$ cat src/rtl/core/sli_pkg.sv
`timescale 1ns / 1ps
// ----------------------------------------------------------------------------
// sli_pkg
// Shared types and codes for the sorted list block: request and result
// words, request modes and result status codes.
// ----------------------------------------------------------------------------
package sli_pkg;

    localparam int DEPTH_DEF = 16;
    localparam int VAL_W     = 32;

    localparam logic [1:0] MODE_INSERT = 2'd0;
    localparam logic [1:0] MODE_DELETE = 2'd1;
    localparam logic [1:0] MODE_LIST   = 2'd2;

    localparam logic [2:0] ST_INSERTED = 3'd0;
    localparam logic [2:0] ST_DELETED  = 3'd1;
    localparam logic [2:0] ST_NOTFOUND = 3'd2;
    localparam logic [2:0] ST_EMPTY    = 3'd3;
    localparam logic [2:0] ST_FULL     = 3'd4;
    localparam logic [2:0] ST_LISTED   = 3'd5;

    typedef struct packed {
        logic [1:0]              mode;
        logic signed [VAL_W-1:0] item_value;
    } t_in;

    typedef struct packed {
        logic [2:0]              status;
        logic signed [VAL_W-1:0] out_value;
        logic                    last;
    } t_out;

endpackage

$ cat src/rtl/core/sorted_list_insert_delete_top.sv
`timescale 1ns / 1ps
// ----------------------------------------------------------------------------
// sorted_list_insert_delete_top
// Bounded table of signed values kept in ascending order in one RAM, with
// insert, delete-first-equal and list requests.
// ----------------------------------------------------------------------------
// A request word is taken when start is high and busy is low. Results come
// out one per cycle on o_result, marked by o_valid, and must be taken on the
// cycle they appear; the last result of a request has last set. The table
// sits in a single RAM with one read and one write port, and each step reads
// one entry and writes at most one back. An insert on an empty or full table
// answers from the idle state; else it walks down from the top, moving each
// larger entry up, and writes the new value into the gap. A delete on an
// empty table answers from the idle state; else it scans up to the first
// match and then moves the later entries down, so it visits every entry
// whether or not a match is found. A list gives one result per entry; an
// empty list gives a single empty status result. Requests
// with an unused mode are dropped without a result.
// ----------------------------------------------------------------------------
module sorted_list_insert_delete_top #(
    parameter int DEPTH = sli_pkg::DEPTH_DEF
) (
    input  logic          i_clk,
    input  logic          i_rst_n,
    input  logic          start,
    output logic          busy,
    input  sli_pkg::t_in  i_item,
    output logic          o_valid,
    output sli_pkg::t_out o_result
);

    localparam int AW = $clog2(DEPTH);
    localparam int IW = $clog2(DEPTH + 1);
    localparam int VW = sli_pkg::VAL_W;
    localparam logic [IW-1:0] FULL_CNT = IW'(DEPTH);
    localparam logic [IW-1:0] ONE      = IW'(1);
    localparam logic [IW-1:0] TWO      = IW'(2);

    localparam logic [2:0] S_IDLE    = 3'd0;
    localparam logic [2:0] S_INS     = 3'd1;
    localparam logic [2:0] S_INS_FIN = 3'd2;
    localparam logic [2:0] S_DSR     = 3'd3;
    localparam logic [2:0] S_DSH     = 3'd4;
    localparam logic [2:0] S_LST     = 3'd5;

    logic [2:0]           r_state, n_state;
    logic [IW-1:0]        r_count, n_count;
    logic [IW-1:0]        r_idx, n_idx;
    logic signed [VW-1:0] r_val, n_val;
    logic                 r_valid, n_valid;
    sli_pkg::t_out        r_result, n_result;

    logic          w_we;
    logic [AW-1:0] w_waddr;
    logic [VW-1:0] w_wdata;
    logic [IW-1:0] w_raddr;
    logic [VW-1:0] w_rdata;

    sli_ram #(
        .WIDTH (VW),
        .DEPTH (DEPTH)
    ) u_ram (
        .i_clk   (i_clk),
        .i_we    (w_we),
        .i_waddr (w_waddr),
        .i_wdata (w_wdata),
        .i_raddr (w_raddr[AW-1:0]),
        .o_rdata (w_rdata)
    );

    always_comb begin
        n_state  = r_state;
        n_count  = r_count;
        n_idx    = r_idx;
        n_val    = r_val;
        n_valid  = 1'b0;
        n_result = r_result;
        w_we     = 1'b0;
        w_waddr  = r_idx[AW-1:0];
        w_wdata  = w_rdata;
        w_raddr  = '0;
        unique case (r_state)
            S_IDLE: begin
                if (start) begin
                    n_val = i_item.item_value;
                    n_idx = '0;
                    unique case (i_item.mode) inside
                        sli_pkg::MODE_INSERT: begin
                            if (r_count == FULL_CNT) begin
                                n_valid  = 1'b1;
                                n_result = '{sli_pkg::ST_FULL, i_item.item_value, 1'b1};
                            end else if (r_count == '0) begin
                                w_we     = 1'b1;
                                w_waddr  = '0;
                                w_wdata  = i_item.item_value;
                                n_count  = ONE;
                                n_valid  = 1'b1;
                                n_result = '{sli_pkg::ST_INSERTED, i_item.item_value, 1'b1};
                            end else begin
                                // walk down from the top, moving larger entries up
                                n_idx   = r_count;
                                w_raddr = r_count - ONE;
                                n_state = S_INS;
                            end
                        end
                        sli_pkg::MODE_DELETE, sli_pkg::MODE_LIST: begin
                            if (r_count == '0) begin
                                n_valid  = 1'b1;
                                n_result = '{sli_pkg::ST_EMPTY, i_item.item_value, 1'b1};
                            end else begin
                                n_state = (i_item.mode == sli_pkg::MODE_LIST) ? S_LST : S_DSR;
                            end
                        end
                        default: ;
                    endcase
                end
            end
            S_INS: begin
                // read data is entry r_idx-1
                w_raddr = r_idx - TWO;
                w_we    = 1'b1;
                if ($signed(w_rdata) >= r_val) begin
                    w_wdata = w_rdata;
                    n_idx   = r_idx - ONE;
                    if (r_idx == ONE) begin
                        n_state = S_INS_FIN;
                    end
                end else begin
                    w_wdata  = r_val;
                    n_count  = r_count + ONE;
                    n_valid  = 1'b1;
                    n_result = '{sli_pkg::ST_INSERTED, r_val, 1'b1};
                    n_state  = S_IDLE;
                end
            end
            S_INS_FIN: begin
                w_we     = 1'b1;
                w_waddr  = '0;
                w_wdata  = r_val;
                n_count  = r_count + ONE;
                n_valid  = 1'b1;
                n_result = '{sli_pkg::ST_INSERTED, r_val, 1'b1};
                n_state  = S_IDLE;
            end
            S_DSR: begin
                // read data is entry r_idx; next entry requested alongside
                w_raddr = r_idx + ONE;
                if (w_rdata == r_val) begin
                    if (r_idx + ONE == r_count) begin
                        n_count  = r_count - ONE;
                        n_valid  = 1'b1;
                        n_result = '{sli_pkg::ST_DELETED, r_val, 1'b1};
                        n_state  = S_IDLE;
                    end else begin
                        n_state = S_DSH;
                    end
                end else if (r_idx + ONE == r_count) begin
                    n_valid  = 1'b1;
                    n_result = '{sli_pkg::ST_NOTFOUND, r_val, 1'b1};
                    n_state  = S_IDLE;
                end else begin
                    n_idx = r_idx + ONE;
                end
            end
            S_DSH: begin
                // read data is entry r_idx+1, moved down into r_idx
                w_raddr = r_idx + TWO;
                w_we    = 1'b1;
                if (r_idx + TWO == r_count) begin
                    n_count  = r_count - ONE;
                    n_valid  = 1'b1;
                    n_result = '{sli_pkg::ST_DELETED, r_val, 1'b1};
                    n_state  = S_IDLE;
                end else begin
                    n_idx = r_idx + ONE;
                end
            end
            S_LST: begin
                w_raddr  = r_idx + ONE;
                n_valid  = 1'b1;
                n_result = '{sli_pkg::ST_LISTED, $signed(w_rdata), (r_idx + ONE == r_count)};
                n_idx    = r_idx + ONE;
                if (r_idx + ONE == r_count) begin
                    n_state = S_IDLE;
                end
            end
            default: begin
                n_state = S_IDLE;
            end
        endcase
    end

    always_ff @(posedge i_clk) begin
        if (!i_rst_n) begin
            r_state <= S_IDLE;
            r_count <= '0;
            r_valid <= 1'b0;
        end else begin
            r_state <= n_state;
            r_count <= n_count;
            r_valid <= n_valid;
        end
    end

    always_ff @(posedge i_clk) begin
        r_idx    <= n_idx;
        r_val    <= n_val;
        r_result <= n_result;
    end

    assign busy     = (r_state != S_IDLE);
    assign o_valid  = r_valid;
    assign o_result = r_result;

    // table never holds more than DEPTH entries
    a_count_bound: assert property (@(posedge i_clk) disable iff (!i_rst_n)
        r_count <= FULL_CNT)
        else $error("entry count above depth");

    // a final word always leaves the block idle
    a_last_idle: assert property (@(posedge i_clk) disable iff (!i_rst_n)
        (r_valid && r_result.last) |-> !busy)
        else $error("busy after final word");

    // only a list in progress gives non-final words
    a_nonlast_list: assert property (@(posedge i_clk) disable iff (!i_rst_n)
        (r_valid && !r_result.last) |-> (r_state == S_LST))
        else $error("non-final word outside list");

    // insert on a full table is refused on the next cycle
    a_full_refuse: assert property (@(posedge i_clk) disable iff (!i_rst_n)
        (start && !busy && i_item.mode == sli_pkg::MODE_INSERT && r_count == FULL_CNT)
        |=> (r_valid && r_result.status == sli_pkg::ST_FULL && r_count == FULL_CNT))
        else $error("full insert not refused");

    // count moves by at most one per cycle
    a_count_step: assert property (@(posedge i_clk) disable iff (!i_rst_n)
        $past(i_rst_n) |-> (r_count == $past(r_count) || r_count == $past(r_count) + ONE
                            || r_count == $past(r_count) - ONE))
        else $error("entry count jumped");

endmodule

$ cat src/rtl/core/sli_ram.sv
`timescale 1ns / 1ps
// ----------------------------------------------------------------------------
// sli_ram
// Generic simple dual-port RAM: one write port, one read port with
// registered read data.
// ----------------------------------------------------------------------------
module sli_ram #(
    parameter int WIDTH = 32,
    parameter int DEPTH = 16
) (
    input  logic                     i_clk,
    input  logic                     i_we,
    input  logic [$clog2(DEPTH)-1:0] i_waddr,
    input  logic [WIDTH-1:0]         i_wdata,
    input  logic [$clog2(DEPTH)-1:0] i_raddr,
    output logic [WIDTH-1:0]         o_rdata
);

    logic [WIDTH-1:0] r_mem [DEPTH];
    logic [WIDTH-1:0] r_rdata;

    always_ff @(posedge i_clk) begin
        if (i_we) begin
            r_mem[i_waddr] <= i_wdata;
        end
        r_rdata <= r_mem[i_raddr];
    end

    assign o_rdata = r_rdata;

endmodule
$ cat config.mk
export PLATFORM = sky130hd
export DESIGN_NAME = sorted_list_insert_delete_top
export DESIGN_NICKNAME = d
export VERILOG_FILES = /design/src/rtl/core/sli_pkg.sv /design/src/rtl/core/sorted_list_insert_delete_top.sv /design/src/rtl/core/sli_ram.sv
export SDC_FILE = /design/constraint.sdc
export NUM_CORES = 1
export LEC_CHECK = 0
export BUFFER_PORTS_ARGS = -buffer_cell sky130_fd_sc_hd__buf_2
export CAP_MARGIN = 20
export CORE_UTILIZATION = 55
export DETAILED_ROUTE_END_ITERATION = 8
export GPL_ROUTABILITY_DRIVEN = 0
export PLACE_DENSITY_LB_ADDON = 0.15
export SYNTH_ARGS = -nofsm -noshare
export SYNTH_HDL_FRONTEND = slang
export SYNTH_SLANG_ARGS = --single-unit
$ cat constraint.sdc
create_clock -name i_clk -period 8.1 [get_ports i_clk]
set_input_delay 0.81 -clock i_clk [delete_from_list [all_inputs] [get_ports i_clk]]
set_output_delay 0.81 -clock i_clk [all_outputs]
set_load 0.1 [all_outputs]
After elaboration in Yosys (flattened, before gate mapping)
Memory sizes are Yosys's and may differ from the RTL's. A register that Yosys moved wholly into a read port is not among the register bits.
Index checks and enable logic that the tools add are counted.
{"block": "word_totals", "regBits": 82, "ramBits": 512, "inputBits": 37, "wordCells": 135, "mem_count": 1}
{"name": "u_ram.r_mem", "words": 16, "width": 32, "rd": 1, "rd_clocked_by_memory_dff": 1, "wr": 1, "line": "sli_ram.sv:19", "source": "logic [WIDTH-1:0] r_mem [DEPTH];"}
{"block": "op_classes", "addsub": 6, "n_lt_le_gt_ge": 1, "eq_ne": 31, "mux": 72, "reduce_logical": 16}
{"operator": "$mux 36", "count": 9}
{"operator": "$pmux 36 s6", "count": 1}
{"operator": "$mux 32", "count": 5}
{"operator": "$pmux 32 s3", "count": 1}
{"operator": "$mux 5", "count": 16}
{"operator": "$pmux 36 s2", "count": 1}
{"operator": "$pmux 5 s5", "count": 2}
{"operator": "$mux 3", "count": 11}
{"operator": "$eq 32x32->1", "count": 1}
{"operator": "$ge 32x32->1", "count": 1}
{"operator": "$mux 4", "count": 8}
{"operator": "$ne 2x2->1 const B", "count": 12}
{"operator": "$pmux 4 s4", "count": 1}
{"operator": "$ne 3x3->1 const B", "count": 5}
{"operator": "$pmux 3 s5", "count": 1}
{"operator": "$mux 1", "count": 11}
{"operator": "$add 5x1->5 const B", "count": 2}
{"operator": "$eq 5x5->1", "count": 2}
{"operator": "$reduce_bool 5->1", "count": 2}
{"operator": "$sub 5x1->5 const B", "count": 2}
{"operator": "$reduce_and 9->1", "count": 1}
{"operator": "$pmux 4 s2", "count": 1}
{"operator": "$reduce_and 8->1", "count": 1}
{"operator": "$reduce_and 7->1", "count": 1}
{"operator": "23 further kinds", "count": 28}

Logic depth before layout (Yosys ltp)
{"block": "logic_depth", "word_depth": 8, "depth_mapped": 15, "ltp_nobuf": 10}

Hierarchy
From an unflattened synthesis, not the netlist that was laid out.
{"block": "unflattened", "cells_unflattened": 1557, "hier_area_um2": 26459.1}
{"module": "sli_ram", "instances": 1, "cells_each": 838, "area_each_um2": 19835.3, "seq_area_each_um2": 16015.4}
{"module": "sorted_list_insert_delete_top", "instances": 1, "cells_each": 719, "area_each_um2": 6623.9, "seq_area_each_um2": 2372.3}

Least setup slack after synthesis
Ideal clock, no wire load.
{"block": "synth_timing", "path_type": "reg2reg", "startpoint": "register r_val[23]", "endpoint": "register r_result (netlist bit o_result[0]), enable pin", "setup_time_ps": 624, "arrival_ps": 7552, "required_ps": 7476, "setup_slack_ps": -76, "stages_incl_launch_ff": 11, "cell_sequence": "edfxtp_1 -> inv_1 -> ha_1 -> a21oi_1 -> o21ai_0 -> a221oi_1 -> o211ai_1 -> xor2_1 -> a31oi_1 -> clkbuf_1 -> a2111oi_0"}
{"block": "synth_between", "elab_chain_len": 3}
{"item": "start, declared", "line": "sorted_list_insert_delete_top.sv:49", "source": "logic signed [VW-1:0] r_val, n_val;"}
{"item": "start signal, assigned", "line": "sorted_list_insert_delete_top.sv:207", "source": "r_val <= n_val;"}
{"item": "$ge 32x32->1", "line": "sorted_list_insert_delete_top.sv:122", "source": "if ($signed(w_rdata) >= r_val) begin"}
{"item": "$ne 2x2->1 (no source line)"}
{"item": "$reduce_and 8->1 (no source line)"}
{"item": "end signal, assigned", "line": "sorted_list_insert_delete_top.sv:208", "source": "r_result <= n_result;"}
{"item": "end, declared", "line": "sorted_list_insert_delete_top.sv:51", "source": "sli_pkg::t_out r_result, n_result;"}
Every way passes these cells.
A chain may end at the register's enable or synchronous reset.

Worst setup path in the final report
{"block": "layout_timing", "startpoint": "register r_val[31]", "endpoint": "memory u_ram.r_mem[15][12], data pin"}
{"block": "layout_between", "elab_chain_len": 3}
{"item": "$ge 32x32->1", "line": "sorted_list_insert_delete_top.sv:122"}
{"item": "$mux 32", "line": "sorted_list_insert_delete_top.sv:122"}
{"item": "$pmux 32 s3", "line": "sorted_list_insert_delete_top.sv:82", "source": "unique case (r_state)"}
{"item": "named net u_ram.i_wdata[12]", "line": "sli_ram.sv:14", "source": "input logic [WIDTH-1:0] i_wdata,"}
{"item": "end, declared", "line": "sli_ram.sv:19"}
The timed path passes the listed nets, and every way through them passes these cells.

==> results.txt <==
----------------------------------------------------
[Timing]
  Least setup slack across all paths after layout ... 3.29 ns
  Setup skew after layout ... 0.0238 ns
  Pins over their slew limit ... 0
  Final-report hold violation count ... 0
  Unrepaired setup endpoints after global routing ... false
  Post-route clock period utilization ... 0.594
  Fmax ... 208 MHz
  Setup-failing EPs final ... 0
  Worst-Margin Slew ... 1.13 ns
  Summed negative setup slack over all endpoints ... 0 ns
  Rel. slew slack ... 0.240
  Crit path time final ... 4.81 ns

[Synthesis]
  Synthesized-area fraction occupied by adder cells ... 0.0205
  Share of the synthesized area in compound gates (AO/OA/AOI/OAI) ... 0.139
  Total of flip-flops plus latches after synthesis ... 626
  XOR/XNOR Fraction of Synth Area ... 0.00796
  Count of yosys warnings during synthesis ... 0
  Syn Std Cell Area ... between 0.02 and 0.03 mm^2
  Combinational family with the most area after synthesis ... compound AO/OA/AOI/OAI gates
  Top flip-flop cell by instance count after synthesis ... sky130_fd_sc_hd__edfxtp_1
  Simple-gate share of the synthesized area ... 0.128
  Share of flip-flops with an asynchronous set or reset after synthesis ... 0
  Post-Syn Instances ... 2240
  Average cell area after synthesis ... 12.3 um^2
  Synth Net Count ... 2322
  Sequential element share of the synthesized area ... 0.669
  Count of different cell masters after synthesis ... 67
  Mux contribution to synthesized area ... 0.00187
  Count of flip-flops with a built-in enable after synthesis ... slightly below 600

[Global routing]
  Final global-route overflow total ... 0
  Number of antenna violations at the first check in global routing ... 0
  Wire length of the first global-routing pass ... approximately 110 mm
  Overall Global Routing Usage ... 0.276
  Via count of the first global-routing pass ... 17384
  Pin count of the biggest net entering global routing ... 189

[Critical path]
  Crit path arrival time ... 5.14 ns
  Worst reg2reg setup slack ... 3.29 ns
  Critical path start-end classification ... reg -> reg
  FF-to-FF path depth ... 9
  Sort of element at the end of the critical path ... flip-flop
  Required @ worst endpoint ... approximately 8.4 ns
  End of the worst register-to-register path ... u_ram.r_mem[15][12]
  Category of the worst setup path launch point ... flip-flop
  Launch point of the worst reg-to-reg path ... r_val[31]
  Crit path max fanout ... 32

[Floorplanning]
  # IOs ... 75
  Total Die Area ... roughly 0.05 mm^2
  Initial standard-cell utilization of the core ... 0.560
  Overall die width ... ~230 um
  Number of core rows ... between 80 and 90
  Standard cell core area ... 0.0492 mm^2
  Die height ... 226 um

[Placement]
  PortBufs ... 74
  Dpl cells ... 2856
  DP Worst Slack ... 3.50 ns
  Standard cell area after detailed placement ... 0.0286 mm^2
  Post-detail-place hpwl ... 40.6 mm

[Layout]
  Fraction of layout cells with a size suffix above 1 ... 0.113
  Most common cell after layout, fill and taps aside ... sky130_fd_sc_hd__edfxtp_1
  Top library cells by usage in the layout, fill and taps aside ... sky130_fd_sc_hd__edfxtp_1, sky130_fd_sc_hd__nand2_1, sky130_fd_sc_hd__nor2_1
  Post-layout instance count excluding filler cells ... 2968
  Antenna diode count ... 0
  Total non-filler cell area in the finished layout ... 0.0306 mm^2
  Layout area overhead ... 11.2%
  Final net count ... 2337

[Detailed routing]
  Mean routed wirelength per cell ... roughly 23 um
  DRC violations left ... 0
  ANT nets after route ... 0
  Number of vias in the routed layout ... 18656
  First-pass iteration count of the detailed router ... 6
  Routed via count divided by cell count ... 6.29
  Wirelength, routed ... 69.6 mm
  Number of DRC markers in iteration 0 ... 2261

[Min path]
  Worst hold path stage count ... 1
  Capture endpoint of the worst hold path ... r_val[7]
  Startpoint of the worst hold path ... i_item[7]
  Type of the worst min-delay path ... in -> reg

[Clock network]
  Resized cells post-CTS ... 0
  Clock-pin slew reported for the worst setup and hold paths after clock tree synthesis ... 0.07 ns
  H-tree level count ... 2
  Clock Root Buffer ... sky130_fd_sc_hd__clkbuf_16
  Hold-fix buffers at CTS ... 0
  Max Root-Sink Buffers ... 3
  Clock latency at the later pin of the worst-skew pair ... 0.64 ns
  Inserted Clock Buffers ... 60
  CTS tree ... yes
  Post-CTS Setup Bufs ... 0
  Number of clock sinks ... 626

[Power]
  Total power of the final layout ... 0.0134 W
  Worst IR drop on VDD ... 361 uV
  Reported leakage power ... about 11 nW
  Cell Pwr Density ... 437 mW/mm^2

[Status]
  Result of the run ... finished clean

[Run]
  Maxcap violations ... 0

----------------------------------------------------
-- layer usage --
layer  up-vias  GRT usage  share of wire
met5         -          0              0
met2       873      0.420           0.46
met3       112     0.0418          0.085
met4         0     0.0816          0.024
met1      9280      0.412           0.43
li1       8391          -              -
-- sequential cells by signal (all words and copies together) (netlist names) --
register / flops
r_state: 3
r_idx: 5
r_val: 32
o_result: 36
r_count: 5
o_valid: 1
u_ram.o_rdata: 32
u_ram.r_mem: 512
-- worst max path at each step --
stage,slack (ns),endpoint,startpoint,depth (start not counted)
2_1_floorplan,1.70,o_result[0],r_val[23],10
3_3_place_gp,3.56,u_ram.o_rdata[11],start,11
3_5_place_dp,3.50,u_ram.o_rdata[11],start,11
4_1_cts,3.44,u_ram.r_mem[5][12],r_val[31],9
5_1_grt,3.15,u_ram.r_mem[14][31],r_val[31],9
6_report,3.29,u_ram.r_mem[15][12],r_val[31],9
-- stage by stage --
| stage | hold WS [ns] | utilization |
|---|---|---|
| final | 0.394 | 0.622 |
| after global routing | 0.385 | 0.622 |
| after CTS | 0.365 | 0.622 |
| after detailed placement | 0.681 | 0.582 |
| after global placement | 0.668 | 0.577 |
| after floorplan | 0.621 | - |
-- cell usage after synthesis, types with 3 or more instances --
cell type | count | area [um^2]
sky130_fd_sc_hd__nand2_1 | 324 | 1220
sky130_fd_sc_hd__dfxtp_1 | 41 | 821
sky130_fd_sc_hd__and2_1 | 80 | 500
sky130_fd_sc_hd__nor4_1 | 5 | 31.3
sky130_fd_sc_hd__clkbuf_1 | 95 | 357
sky130_fd_sc_hd__o22ai_1 | 4 | 25.0
sky130_fd_sc_hd__a2111oi_0 | 3 | 26.3
sky130_fd_sc_hd__buf_4 | 12 | 90.1
sky130_fd_sc_hd__o211ai_1 | 4 | 30.0
sky130_fd_sc_hd__buf_1 | 10 | 37.5
sky130_fd_sc_hd__nand4_1 | 9 | 56.3
sky130_fd_sc_hd__xnor2_1 | 16 | 140
sky130_fd_sc_hd__inv_1 | 47 | 176
sky130_fd_sc_hd__ha_1 | 45 | 563
sky130_fd_sc_hd__buf_6 | 8 | 90.1
sky130_fd_sc_hd__a22oi_2 | 8 | 100
sky130_fd_sc_hd__buf_2 | 34 | 170
sky130_fd_sc_hd__a22oi_1 | 61 | 458
sky130_fd_sc_hd__nand3_1 | 83 | 415
sky130_fd_sc_hd__a22o_1 | 32 | 280
sky130_fd_sc_hd__a221o_1 | 64 | 641
sky130_fd_sc_hd__nor2b_1 | 5 | 31.3
sky130_fd_sc_hd__nand2b_1 | 5 | 31.3
sky130_fd_sc_hd__and2_0 | 17 | 106
sky130_fd_sc_hd__a211oi_1 | 58 | 435
sky130_fd_sc_hd__nor2_1 | 264 | 991
sky130_fd_sc_hd__o311a_1 | 4 | 40.0
sky130_fd_sc_hd__a211oi_2 | 8 | 100
sky130_fd_sc_hd__nor3_1 | 5 | 25.0
sky130_fd_sc_hd__mux2i_1 | 4 | 40.0
sky130_fd_sc_hd__edfxtp_1 | 585 | 17600
sky130_fd_sc_hd__nand3b_1 | 3 | 22.5
sky130_fd_sc_hd__a31oi_1 | 70 | 438
sky130_fd_sc_hd__xor2_1 | 9 | 78.8
sky130_fd_sc_hd__o221ai_1 | 34 | 298
sky130_fd_sc_hd__o21ai_0 | 122 | 611
sky130_fd_sc_hd__a21oi_1 | 24 | 120
-- where the power goes --
part	total [W]	internal, W	switching, W
Clock	0.00280	0.00160	0.00120
Combinational	0.00545	0.00146	0.00398
Sequential	0.00511	0.00478	0.000332
-- kinds of logic (layout without fill, tap and decap cells) --
group,Yosys count,in the layout
DFF,626,626
buffers and inverters,207,271
xor gates and xnor gates,25,25
and+or+nand+nor,811,811
muxes,5,5
adders and majority gates,45,45
AOI/OAI and AO/OA,521,521
-- final cells by class --
cell class,instances,area [um^2]
Clock buffer,76,1650
Clock inverter,35,318
Fill cell,3678,18600
Inverter,48,180
Multi-Input combinational cell,1407,8380
Sequential cell,626,18400
Tap cell,664,831
Timing Repair Buffer,112,818
-- worst max-delay path, cell delays in order, from the launching register on --
cell and delay, ns:
sky130_fd_sc_hd__edfxtp_1 0.41, sky130_fd_sc_hd__inv_1 0.07, sky130_fd_sc_hd__ha_1 0.35, sky130_fd_sc_hd__nand4_1 0.20, sky130_fd_sc_hd__nor4_1 0.66, sky130_fd_sc_hd__nand2_1 0.40
sky130_fd_sc_hd__a31oi_1 1.01, sky130_fd_sc_hd__nand3b_1 0.21, sky130_fd_sc_hd__buf_4 0.43, sky130_fd_sc_hd__a221o_1 0.72
No activity file was read; power rests on OpenSTA's default activity.
